### src/rtl/hjfe_pkg.sv
// Shared constants, register codes and key tables of the field extractor.
package hjfe_pkg;

  // Matcher lengths
  localparam logic [2:0] HDR_LEN      = 3'd4;
  localparam logic [3:0] TEMP_KEY_LEN = 4'd9;
  localparam logic [3:0] TEXT_KEY_LEN = 4'd8;

  // Value terminators
  localparam logic [7:0] CHAR_COMMA  = 8'h2C;
  localparam logic [7:0] CHAR_RBRACE = 8'h7D;
  localparam logic [7:0] CHAR_QUOTE  = 8'h22;

  // Register index codes (paddr[2])
  localparam logic REG_TEMP_MAX = 1'b0;
  localparam logic REG_TEXT_MAX = 1'b1;

  // Register reset values
  localparam logic [7:0] TEMP_MAX_RST = 8'd15;
  localparam logic [7:0] TEXT_MAX_RST = 8'd31;

  // Result tdata layout
  localparam int O_HDR        = 0;
  localparam int O_TEMP_VALID = 1;
  localparam int O_TEMP_LSB   = 2;
  localparam int O_TEMP_END   = 10;
  localparam int O_TEXT_VALID = 11;
  localparam int O_TEXT_LSB   = 12;
  localparam int O_TEXT_END   = 20;
  localparam int O_BOTH       = 21;
  localparam int O_FINISHED   = 22;
  localparam int OUT_W        = 24;

  // CR LF CR LF
  function automatic logic [7:0] hdr_char(input logic [1:0] idx);
    logic [7:0] c;
    case (idx)
      2'd0:    c = 8'h0D;
      2'd1:    c = 8'h0A;
      2'd2:    c = 8'h0D;
      default: c = 8'h0A;
    endcase
    return c;
  endfunction

  // "temp_f":
  function automatic logic [7:0] temp_key_char(input logic [3:0] idx);
    logic [7:0] c;
    case (idx)
      4'd0:    c = 8'h22;
      4'd1:    c = 8'h74;
      4'd2:    c = 8'h65;
      4'd3:    c = 8'h6D;
      4'd4:    c = 8'h70;
      4'd5:    c = 8'h5F;
      4'd6:    c = 8'h66;
      4'd7:    c = 8'h22;
      4'd8:    c = 8'h3A;
      default: c = 8'h00;
    endcase
    return c;
  endfunction

  // "text":"
  function automatic logic [7:0] text_key_char(input logic [3:0] idx);
    logic [7:0] c;
    case (idx)
      4'd0:    c = 8'h22;
      4'd1:    c = 8'h74;
      4'd2:    c = 8'h65;
      4'd3:    c = 8'h78;
      4'd4:    c = 8'h74;
      4'd5:    c = 8'h22;
      4'd6:    c = 8'h3A;
      4'd7:    c = 8'h22;
      default: c = 8'h00;
    endcase
    return c;
  endfunction

endpackage

### src/rtl/http_json_field_extractor_core.sv
// Top level of the HTTP response field extractor: parser state, result register, APB registers.
//
// Usage:
//   Input stream s_*: one response byte per transfer in s_tdata; s_tuser = 1 marks a
//   restart, which clears all parse state (registers are kept) and yields an all-zero result.
//   Output stream m_*: exactly one result per input transfer, in order, in m_tdata.
//   APB port: register 0 (byte 0x0) max temperature bytes, register 1 (byte 0x4) max
//   text bytes; write only while the stream is idle. pready is always high.
// Latency: the result of a byte is valid the cycle after its transfer.
// Throughput: one byte per cycle while the result side is not stalled; the parser state and the single
//   result register are updated in the same cycle as the input transfer.
// Stall: while m_tvalid is high and m_tready low the result holds and s_tready is low;
//   a byte is taken in the same cycle the waiting result leaves.
// Reset (rst, synchronous): parse state cleared, output empty, registers back to 15 / 31.
module http_json_field_extractor_core (
  input  logic                        clk,
  input  logic                        rst,
  // Input stream
  input  logic                        s_tvalid,
  output logic                        s_tready,
  input  logic [7:0]                  s_tdata,  // [7:0] data_byte
  input  logic                        s_tuser,  // [0] req_type
  // Result stream
  output logic                        m_tvalid,
  input  logic                        m_tready,
  // [0] headers_done, [1] temp_valid, [9:2] temp_byte, [10] temp_end,
  // [11] text_valid, [19:12] text_byte, [20] text_end, [21] both_found,
  // [22] finished, [23] zero
  output logic [hjfe_pkg::OUT_W-1:0]  m_tdata,
  // APB configuration
  input  logic                        psel,
  input  logic                        penable,
  input  logic                        pwrite,
  input  logic [2:0]                  paddr,
  input  logic [31:0]                 pwdata,
  output logic [31:0]                 prdata,
  output logic                        pready
);
  import hjfe_pkg::*;

  // Configuration registers
  logic [7:0] max_temp_chars;
  logic [7:0] max_text_chars;

  // Parse state
  logic [2:0] header_progress,   header_progress_next;
  logic [3:0] temp_key_progress, temp_key_progress_next;
  logic [3:0] text_key_progress, text_key_progress_next;
  logic       temp_found,        temp_found_next;
  logic       text_found,        text_found_next;
  logic       temp_capturing,    temp_capturing_next;
  logic       text_capturing,    text_capturing_next;
  logic [7:0] temp_count,        temp_count_next;
  logic [7:0] text_count,        text_count_next;
  logic       done_flag,         done_flag_next;

  // Per-byte outputs
  logic       temp_valid, temp_end, text_valid, text_end;
  logic [7:0] temp_byte, text_byte;
  logic [OUT_W-1:0] result;

  logic in_xfer;
  logic cfg_wr;
  logic reg_idx;

  assign s_tready = !m_tvalid || m_tready;
  assign in_xfer  = s_tvalid && s_tready;
  assign pready   = 1'b1;
  assign reg_idx  = paddr[2];
  assign cfg_wr   = psel && penable && pwrite && pready;

  // Register write
  always_ff @(posedge clk) begin
    if (rst) begin
      max_temp_chars <= TEMP_MAX_RST;
      max_text_chars <= TEXT_MAX_RST;
    end else if (cfg_wr) begin
      case (reg_idx)
        REG_TEMP_MAX: max_temp_chars <= pwdata[7:0];
        REG_TEXT_MAX: max_text_chars <= pwdata[7:0];
        default: ;
      endcase
    end
  end

  // Register read
  always_comb begin
    case (reg_idx)
      REG_TEMP_MAX: prdata = {24'd0, max_temp_chars};
      REG_TEXT_MAX: prdata = {24'd0, max_text_chars};
      default:      prdata = 32'd0;
    endcase
  end

  // Parser next state for the byte on the input
  always_comb begin
    header_progress_next   = header_progress;
    temp_key_progress_next = temp_key_progress;
    text_key_progress_next = text_key_progress;
    temp_found_next        = temp_found;
    text_found_next        = text_found;
    temp_capturing_next    = temp_capturing;
    text_capturing_next    = text_capturing;
    temp_count_next        = temp_count;
    text_count_next        = text_count;
    done_flag_next         = done_flag;
    temp_valid = 1'b0;
    temp_byte  = 8'd0;
    temp_end   = 1'b0;
    text_valid = 1'b0;
    text_byte  = 8'd0;
    text_end   = 1'b0;

    if (s_tuser) begin
      header_progress_next   = 3'd0;
      temp_key_progress_next = 4'd0;
      text_key_progress_next = 4'd0;
      temp_found_next        = 1'b0;
      text_found_next        = 1'b0;
      temp_capturing_next    = 1'b0;
      text_capturing_next    = 1'b0;
      temp_count_next        = 8'd0;
      text_count_next        = 8'd0;
      done_flag_next         = 1'b0;
    end else if (done_flag) begin
      // finished: byte ignored
    end else if (header_progress < HDR_LEN) begin
      // header terminator; a mismatch restarts without rechecking the byte
      if (s_tdata == hdr_char(header_progress[1:0])) begin
        header_progress_next = header_progress + 3'd1;
      end else begin
        header_progress_next = 3'd0;
      end
    end else begin
      // temperature key / value
      if (!temp_found && !temp_capturing) begin
        if (temp_key_progress < TEMP_KEY_LEN &&
            s_tdata == temp_key_char(temp_key_progress)) begin
          temp_key_progress_next = temp_key_progress + 4'd1;
          if (temp_key_progress_next == TEMP_KEY_LEN) begin
            temp_found_next     = 1'b1;
            temp_capturing_next = 1'b1;
          end
        end else begin
          temp_key_progress_next = 4'd0;
        end
      end else if (temp_capturing) begin
        if (s_tdata == CHAR_COMMA || s_tdata == CHAR_RBRACE) begin
          temp_capturing_next = 1'b0;
          temp_end            = 1'b1;
        end else if (temp_count < max_temp_chars) begin
          temp_count_next = temp_count + 8'd1;
          temp_valid      = 1'b1;
          temp_byte       = s_tdata;
        end
      end

      // text key / value
      if (!text_found && !text_capturing) begin
        if (text_key_progress < TEXT_KEY_LEN &&
            s_tdata == text_key_char(text_key_progress)) begin
          text_key_progress_next = text_key_progress + 4'd1;
          if (text_key_progress_next == TEXT_KEY_LEN) begin
            text_found_next     = 1'b1;
            text_capturing_next = 1'b1;
          end
        end else begin
          text_key_progress_next = 4'd0;
        end
      end else if (text_capturing) begin
        if (s_tdata == CHAR_QUOTE) begin
          text_capturing_next = 1'b0;
          text_end            = 1'b1;
        end else if (text_count < max_text_chars) begin
          text_count_next = text_count + 8'd1;
          text_valid      = 1'b1;
          text_byte       = s_tdata;
        end
      end

      if (!temp_capturing_next && !text_capturing_next && temp_found_next && text_found_next) begin
        done_flag_next = 1'b1;
      end
    end
  end

  // Result word from the state after this byte
  always_comb begin
    result                           = '0;
    result[O_HDR]                    = (header_progress_next >= HDR_LEN);
    result[O_TEMP_VALID]             = temp_valid;
    result[O_TEMP_LSB +: 8]          = temp_byte;
    result[O_TEMP_END]               = temp_end;
    result[O_TEXT_VALID]             = text_valid;
    result[O_TEXT_LSB +: 8]          = text_byte;
    result[O_TEXT_END]               = text_end;
    result[O_BOTH]                   = temp_found_next && text_found_next;
    result[O_FINISHED]               = done_flag_next;
  end

  // Parse state update on each input transfer
  always_ff @(posedge clk) begin
    if (rst) begin
      header_progress   <= 3'd0;
      temp_key_progress <= 4'd0;
      text_key_progress <= 4'd0;
      temp_found        <= 1'b0;
      text_found        <= 1'b0;
      temp_capturing    <= 1'b0;
      text_capturing    <= 1'b0;
      temp_count        <= 8'd0;
      text_count        <= 8'd0;
      done_flag         <= 1'b0;
    end else if (in_xfer) begin
      header_progress   <= header_progress_next;
      temp_key_progress <= temp_key_progress_next;
      text_key_progress <= text_key_progress_next;
      temp_found        <= temp_found_next;
      text_found        <= text_found_next;
      temp_capturing    <= temp_capturing_next;
      text_capturing    <= text_capturing_next;
      temp_count        <= temp_count_next;
      text_count        <= text_count_next;
      done_flag         <= done_flag_next;
    end
  end

  // Result register valid
  always_ff @(posedge clk) begin
    if (rst) begin
      m_tvalid <= 1'b0;
    end else begin
      m_tvalid <= in_xfer || (m_tvalid && !m_tready);
    end
  end

  // Result register payload
  always_ff @(posedge clk) begin
    if (in_xfer) begin
      m_tdata <= result;
    end
  end

endmodule

### config.mk
export PLATFORM = sky130hd
export DESIGN_NAME = http_json_field_extractor_core
export DESIGN_NICKNAME = d
export VERILOG_FILES = /design/src/rtl/hjfe_pkg.sv /design/src/rtl/http_json_field_extractor_core.sv
export SDC_FILE = /design/constraint.sdc
export NUM_CORES = 1
export LEC_CHECK = 0
export CORE_UTILIZATION = 35
export DETAILED_ROUTE_END_ITERATION = 6
export DONT_BUFFER_PORTS = 1
export SYNTH_ARGS = -nofsm -noshare
export SYNTH_HDL_FRONTEND = slang
export SYNTH_SLANG_ARGS = --single-unit
export TNS_END_PERCENT = 5
### constraint.sdc
create_clock -name clk -period 3.9 [get_ports clk]
set_input_delay 0.585 -clock clk [delete_from_list [all_inputs] [get_ports clk]]
set_output_delay 0.585 -clock clk [all_outputs]
set_load 0.005 [all_outputs]
==> flow_summary.json, run 1 <==
{
  "layout_setup_ws_ns": 1.08,
  "io_buffer_count": 0,
  "crit_arrival_ns": 3.05,
  "period_share": 0.723,
  "run_status": "complete, no violations",
  "rows": 41,
  "setup_viol": 0,
  "rsz0062_at_grt": "no",
  "reg2reg_slack_ns": 1.08,
  "hold_depth": 1,
  "synth_cells": 521,
  "p_leak_uw": 0.00210,
  "reg2reg_from": "header_progress[2]$_SDFFE_PP0N_",
  "globalplace.congestion": 0.801,
  "synth_edf_count": 23,
  "diodes": 0,
  "crit_type": "reg -> reg",
  "clockBufferDepth": 2,
  "dp_cells": 674,
  "end_kind": "register",
  "grt_max_degree": 34,
  "drcViolationCount": 0,
  "start_util": 0.366,
  "wirelength_um": 9930,
  "fillCellCount": 1318,
  "hold_start": "rst",
  "grt_overflow": 0,
  "antenna_left": 0,
  "finalHoldViolCount": 0,
  "ys_async_sr_fraction": 0,
  "clock_power_share": 0.471,
  "powerDensity_nw_per_um2": 376,
  "synth_warnings": 0,
  "drive_gt1_frac": 0.0637,
  "ys_seq_elements": 85,
  "hold_class": "in -> reg",
  "worst_setup_path_start_kind": "register",
  "wire_per_inst_um": 14.4,
  "fin_nets": 596,
  "grt_antenna_before_repair": 0,
  "yosys.cell_types.count": 58,
  "cts_max_level": 3,
  "power_uw": 1890,
  "drv_cap": 0,
  "cts_resized": 0,
  "die_w_um": 118,
  "rr_worst_depth": 11,
  "maxSlewViolCount": 0,
  "cts.clk_slew.worst_paths_ns": 0.07,
  "cts_num_sinks": 85,
  "routed_via_density": 5.04,
  "stdcell_count": 690,
  "setup_tns_ns": 0,
  "ir_drop_v": 0.000249,
  "clock_skew_ns": 0.00901,
  "ys_top_cells_by_area": "dfxtp_1 (26%), edfxtp_1 (15%), ha_1 (8.5%), buf_4 (4.2%), nor2_1 (3.6%)",
  "max_slew.worst_pin.slew_ns": 0.924,
  "sw_frac_of_total": 0.232,
  "die_y_um": 118,
  "synth-seq-area-share": 0.412,
  "max_freq_ghz": 0.354,
  "die_area_um2": 13900,
  "area_delta_synth_final_pct": 6.91,
  "fin_util": 0.391,
  "startpoint": "header_progress[2]$_SDFFE_PP0N_",
  "drt-initial-drc-count": 203,
  "sequentialPowerShare": 0.493,
  "post_cts_buffers": 0,
  "internal-power_uw": 1450,
  "cts_hold_buf": 0,
  "syn_avg_cell_area_um2": 9.00,
  "syn_area_um2": 4690,
  "worstPathCellList": "nor2b_1 > and4_1 > nand4_1 > inv_1 > a22oi_1 > nor2_1 > inv_1 > ha_1 > nor3b_1 > o221ai_1 > o31ai_1",
  "crit_buf_inv": 2,
  "worstPathMaxFanout": 7,
  "synth.largest_area_cell": "dfxtp_1",
  "synth_ff_type": "dfxtp_1",
  "min_to": "header_progress[1]$_SDFFE_PP0N_",
  "cts_buffers": 9,
  "post-dp-hpwl_um": 7340,
  "power_switching_uw": 438,
  "crit_top_cell": "inv_1",
  "grt_use_total": 0.150,
  "vias": 3477,
  "cp_slowest_cell": "dfxtp_1",
  "drt-pass1-iter-count": 4,
  "place_ws_ns": 1.01,
  "share_comb_of_total_power": 0.036,
  "cts_root_buf": "clkbuf_16",
  "core_um2": 12800,
  "synth_top_area_frac": 0.265,
  "max_slew_margin": 0.381,
  "grt_pass1_wl_um": 16400,
  "cts_tree": "yes",
  "clk_latency_ns": 0.35,
  "grt_pass1_vias": 3372,
  "final.min_clock_period_ns": 2.82,
  "cpLargestDelayFamily": "simple AND/OR/NAND/NOR gates",
  "crit_required_ns": 4.13,
  "io_pins": 110,
  "max_stage_delay_ns": 0.44
}
-- synthesized netlist by cell type (3+ instances only) --
| cell type | instances |
|---|---|
| a21oi_1 | 32 |
| and2_1 | 12 |
| nand3_1 | 13 |
| inv_1 | 38 |
| dfxtp_1 | 62 |
| a22oi_1 | 3 |
| buf_6 | 5 |
| buf_1 | 3 |
| nor3_1 | 10 |
| and3_1 | 17 |
| a211oi_1 | 3 |
| xor2_1 | 11 |
| buf_4 | 26 |
| a21o_1 | 5 |
| o211ai_1 | 7 |
| nor3b_1 | 3 |
| or3_1 | 6 |
| nand2b_1 | 8 |
| nor2_1 | 45 |
| xnor2_1 | 9 |
| or2_1 | 3 |
| ha_1 | 32 |
| nor4_1 | 3 |
| nand2_1 | 43 |
| nor2b_1 | 5 |
| nand4_1 | 14 |
| edfxtp_1 | 23 |
| o21ai_0 | 18 |
| clkbuf_1 | 11 |
| mux2i_1 | 8 |
| o31ai_1 | 4 |
| a31oi_1 | 4 |
-- worst max-delay path by stage --
stage               end  slack, ns  cells after the start
3_5_place_dp   register       1.01                      8
6_report       register       1.08                     11
4_1_cts        register       1.11                     11
5_1_grt        register       0.65                     11
2_1_floorplan  register       0.83                     11
3_3_place_gp   register       1.03                     11
-- cells by family after synthesis --
kind of cell | share of synthesized area
adder cells (fa/ha/maj) | 0.0854
AO/OA/AOI/OAI | 0.122
AND/OR/NAND/NOR | 0.210
flip-flops | 0.412
multiplexers | 0.0259
other | 0.00160
XOR/XNOR | 0.0443
buffers and inverters | 0.0987
-- power by group through the flow --
| stage | Clock (µW) | Sequential, µW | Combinational (µW) |
|---|---|---|---|
| after floorplan | 0 | 948 | 87.0 |
| after global placement | 0 | 950 | 65.7 |
| after detailed placement | 0 | 951 | 67.3 |
| after CTS | 903 | 931 | 67.5 |
| after global routing | 947 | 931 | 76.6 |
| final | 889 | 931 | 67.4 |
-- metal layers --
layer  global-route usage  wire length (µm)  up-vias
met5                    0                 0        -
met4               0.0641               150        0
met3               0.0402               489       13
met2                0.254              4850       79
met1                0.177              4440     1645
li1                     -                 -     1740
-- placed cells by master (no fill, tap or decap), drive strengths merged, types with 9 or more instances in the layout --
| master | Yosys | layout |
|---|---|---|
| dfxtp | 62 | 62 |
| nor2 | 45 | 45 |
| inv | 40 | 44 |
| nand2 | 43 | 43 |
| a21oi | 34 | 34 |
| ha | 32 | 32 |
| conb | 2 | 26 |
| edfxtp | 23 | 23 |
| o21ai | 20 | 20 |
| and3 | 17 | 17 |
| nand4 | 14 | 14 |
| nand3 | 13 | 13 |
| and2 | 12 | 12 |
| xor2 | 11 | 11 |
| xnor2 | 11 | 11 |
| nor3 | 10 | 10 |
| clkbuf | 11 | 9 |
-- metrics by stage --
| step | hold WS (ns) | area [µm²] |
|---|---|---|
| 3_3_place_gp | 0.452 | 4710 |
| 2_1_floorplan | 0.449 | 4780 |
| 5_1_grt | 0.287 | 5010 |
| 6_report | 0.301 | 5010 |
| 3_5_place_dp | 0.465 | 4710 |
| 4_1_cts | 0.294 | 5010 |
-- final cells by class --
class / count / area [µm²] / share of cell area
inverter: 41 / 154 / 0.0307
tap: 172 / 215 / 0.0429
clock inverter: 7 / 80.1 / 0.0160
timing repair buffer: 3 / 22.5 / 0.00449
clock buffer: 9 / 225 / 0.0449
sequential: 85 / 1930 / 0.385
multi-input combinational: 373 / 2380 / 0.476
No activity file was read; power rests on OpenSTA's default activity.
==> run 2: changes to the inputs <==
Clock period 3.9 ns to 2.7 ns, I/O delays scaled along.
==> run 2 against run 1 <==
  * Global-route usage is 0.18 points higher
  * Register-to-register slack lost 0.91 ns
  * Highest routed layer unchanged
  * Combinational power rose by 53%
  * Sequential share of layout area decreased by 0.81 points
  * Flip-flop and latch count stayed put
  * Final area grew 2.2%
==> flow_summary.json, run 2 (synthesized netlist as in run 1, its figures left out) <==
{
  "diodes": 0,
  "drcViolationCount": 0,
  "dp_cells": 688,
  "cts_root_buf": "clkbuf_16",
  "stdcell_count": 707,
  "end_kind": "register",
  "gr-max-usage-layer": "met2",
  "grt_pass1_vias": 3373,
  "cts.clk_slew.worst_paths_ns": 0.06,
  "finalHoldViolCount": 0,
  "final-seq-area_um2": 1930,
  "core_um2": 12800,
  "grt_use_met3": 0.0426,
  "clock_skew_ns": 0.00410,
  "wire_per_inst_um": 14.4,
  "hold_start": "rst",
  "drive_gt1_frac": 0.101,
  "cts_max_level": 3,
  "hold_depth": 1,
  "crit_type": "reg -> reg",
  "clk_latency_ns": 0.34,
  "rr_worst_depth": 8,
  "wirelength_um": 10200,
  "cts_tree": "yes",
  "layout_commonest_cell": "dfxtp_1",
  "max_slew_margin": 0.460,
  "cts_buffers": 9,
  "die_y_um": 118,
  "drt-pass1-iter-count": 4,
  "fin_nets": 613,
  "die_area_um2": 13900,
  "max_freq_ghz": 0.395,
  "grt_pass1_wl_um": 16900,
  "drv_cap": 0,
  "io_pins": 110,
  "crit_arrival_ns": 2.79,
  "powerDensity_nw_per_um2": 508,
  "fillCellCount": 1285,
  "min_to": "max_text_chars[6]$_SDFFE_PP0P_",
  "io_buffer_count": 0,
  "cts_num_sinks": 85,
  "die_w_um": 118,
  "multi_input_area_um2": 2400,
  "grt_use_total": 0.152,
  "period_share": 0.937,
  "layout_common_cells": "dfxtp_1 (61), nor2_1 (45), nand2_1 (43)",
  "grt_overflow": 0,
  "reg2reg_from": "max_text_chars[5]$_SDFFE_PP0P_",
  "routed_via_density": 4.99,
  "worstPathMaxFanout": 8,
  "ir_drop_v": 0.000262,
  "run_status": "complete, no violations",
  "rows": 41,
  "grtUsageMet1": 0.187,
  "p_leak_uw": 0.00217,
  "reg2reg_slack_ns": 0.17,
  "post-dp-hpwl_um": 7490,
  "hold_class": "in -> reg",
  "drt-initial-drc-count": 226,
  "globalplace.congestion": 0.812,
  "power_uw": 2600,
  "clockBufferDepth": 2,
  "setup_viol": 0,
  "start_util": 0.366,
  "crit_required_ns": 2.96,
  "grt_max_degree": 34,
  "area_delta_synth_final_pct": 9.29,
  "final.min_clock_period_ns": 2.53,
  "setup_tns_ns": 0,
  "max_slew.worst_pin.slew_ns": 0.807,
  "worst_setup_path_start_kind": "register",
  "antenna_left": 0,
  "grt_antenna_before_repair": 0,
  "grt_util_met2": 0.249,
  "cts_hold_buf": 0,
  "reg2reg_to": "text_count[5]$_SDFFE_PP0P_",
  "maxSlewViolCount": 0,
  "vias": 3528
}
run 2: area by class of cell:
class	instances	share of cell area
clock inverters	7	0.00977
inverters	41	0.0303
repair buffers	20	0.0293
clock buffers	9	0.0439
multi-input cells	373	0.468
flip-flops and latches	85	0.377
well taps	172	0.0420
run 2: power by group:
group          total [µW]  switching, µW  leakage [µW]  internal, µW
sequential           1340           12.6      0.000729          1330
combinational         103           68.4       0.00131          35.0
clock                1150            526      0.000136           627
total                2600            607       0.00217          1990
run 2: through the flow:
stage | util | cell area (µm²) | hold slack (ns) | setup slack, ns
after floorplan | - | 4780 | 0.449 | 0.0955
after global placement | 0.375 | 4810 | 0.452 | 0.131
after detailed placement | 0.375 | 4810 | 0.459 | 0.0703
after CTS | 0.397 | 5090 | 0.122 | 0.133
after global routing | 0.400 | 5120 | 0.110 | -0.00870
final | 0.400 | 5120 | 0.125 | 0.169
run 2: how the worst max path moves through the flow:
stage / startpoint / to / slack [ns] / cells after the start
2_1_floorplan: s_tdata[4] / register / 0.1 / 9
3_3_place_gp: s_tdata[5] / register / 0.13 / 11
3_5_place_dp: s_tdata[5] / register / 0.07 / 11
4_1_cts: header_progress[2]$_SDFFE_PP0N_ / register / 0.13 / 11
5_1_grt: max_text_chars[5]$_SDFFE_PP0P_ / text_count[3]$_SDFFE_PP0P_ / -0.009 / 9
6_report: max_text_chars[5]$_SDFFE_PP0P_ / text_count[5]$_SDFFE_PP0P_ / 0.17 / 8
run 2: what timing repair did:
item                                    4_1_cts  5_1_grt
endpoints found under the setup margin        0        4
setup buffers                                 0        3
gates resized for setup                       0        3
endpoints found under the hold margin         0        0
run 2: routing by layer:
metal	vias up	part of all wire
met5	-	0
met1	1650	0.46
li1	1777	-
met2	87	0.47
met4	0	0.019
met3	14	0.049
run 2: critical path, cell delays in order (launching register included):
cell,delay [ns]
dfxtp_1,0.35
inv_1,0.07
ha_1,0.31
a21o_1,0.18
a21o_1,0.17
a211oi_1,0.40
a31oi_2,0.26
or4_1,0.55
a21oi_1,0.17
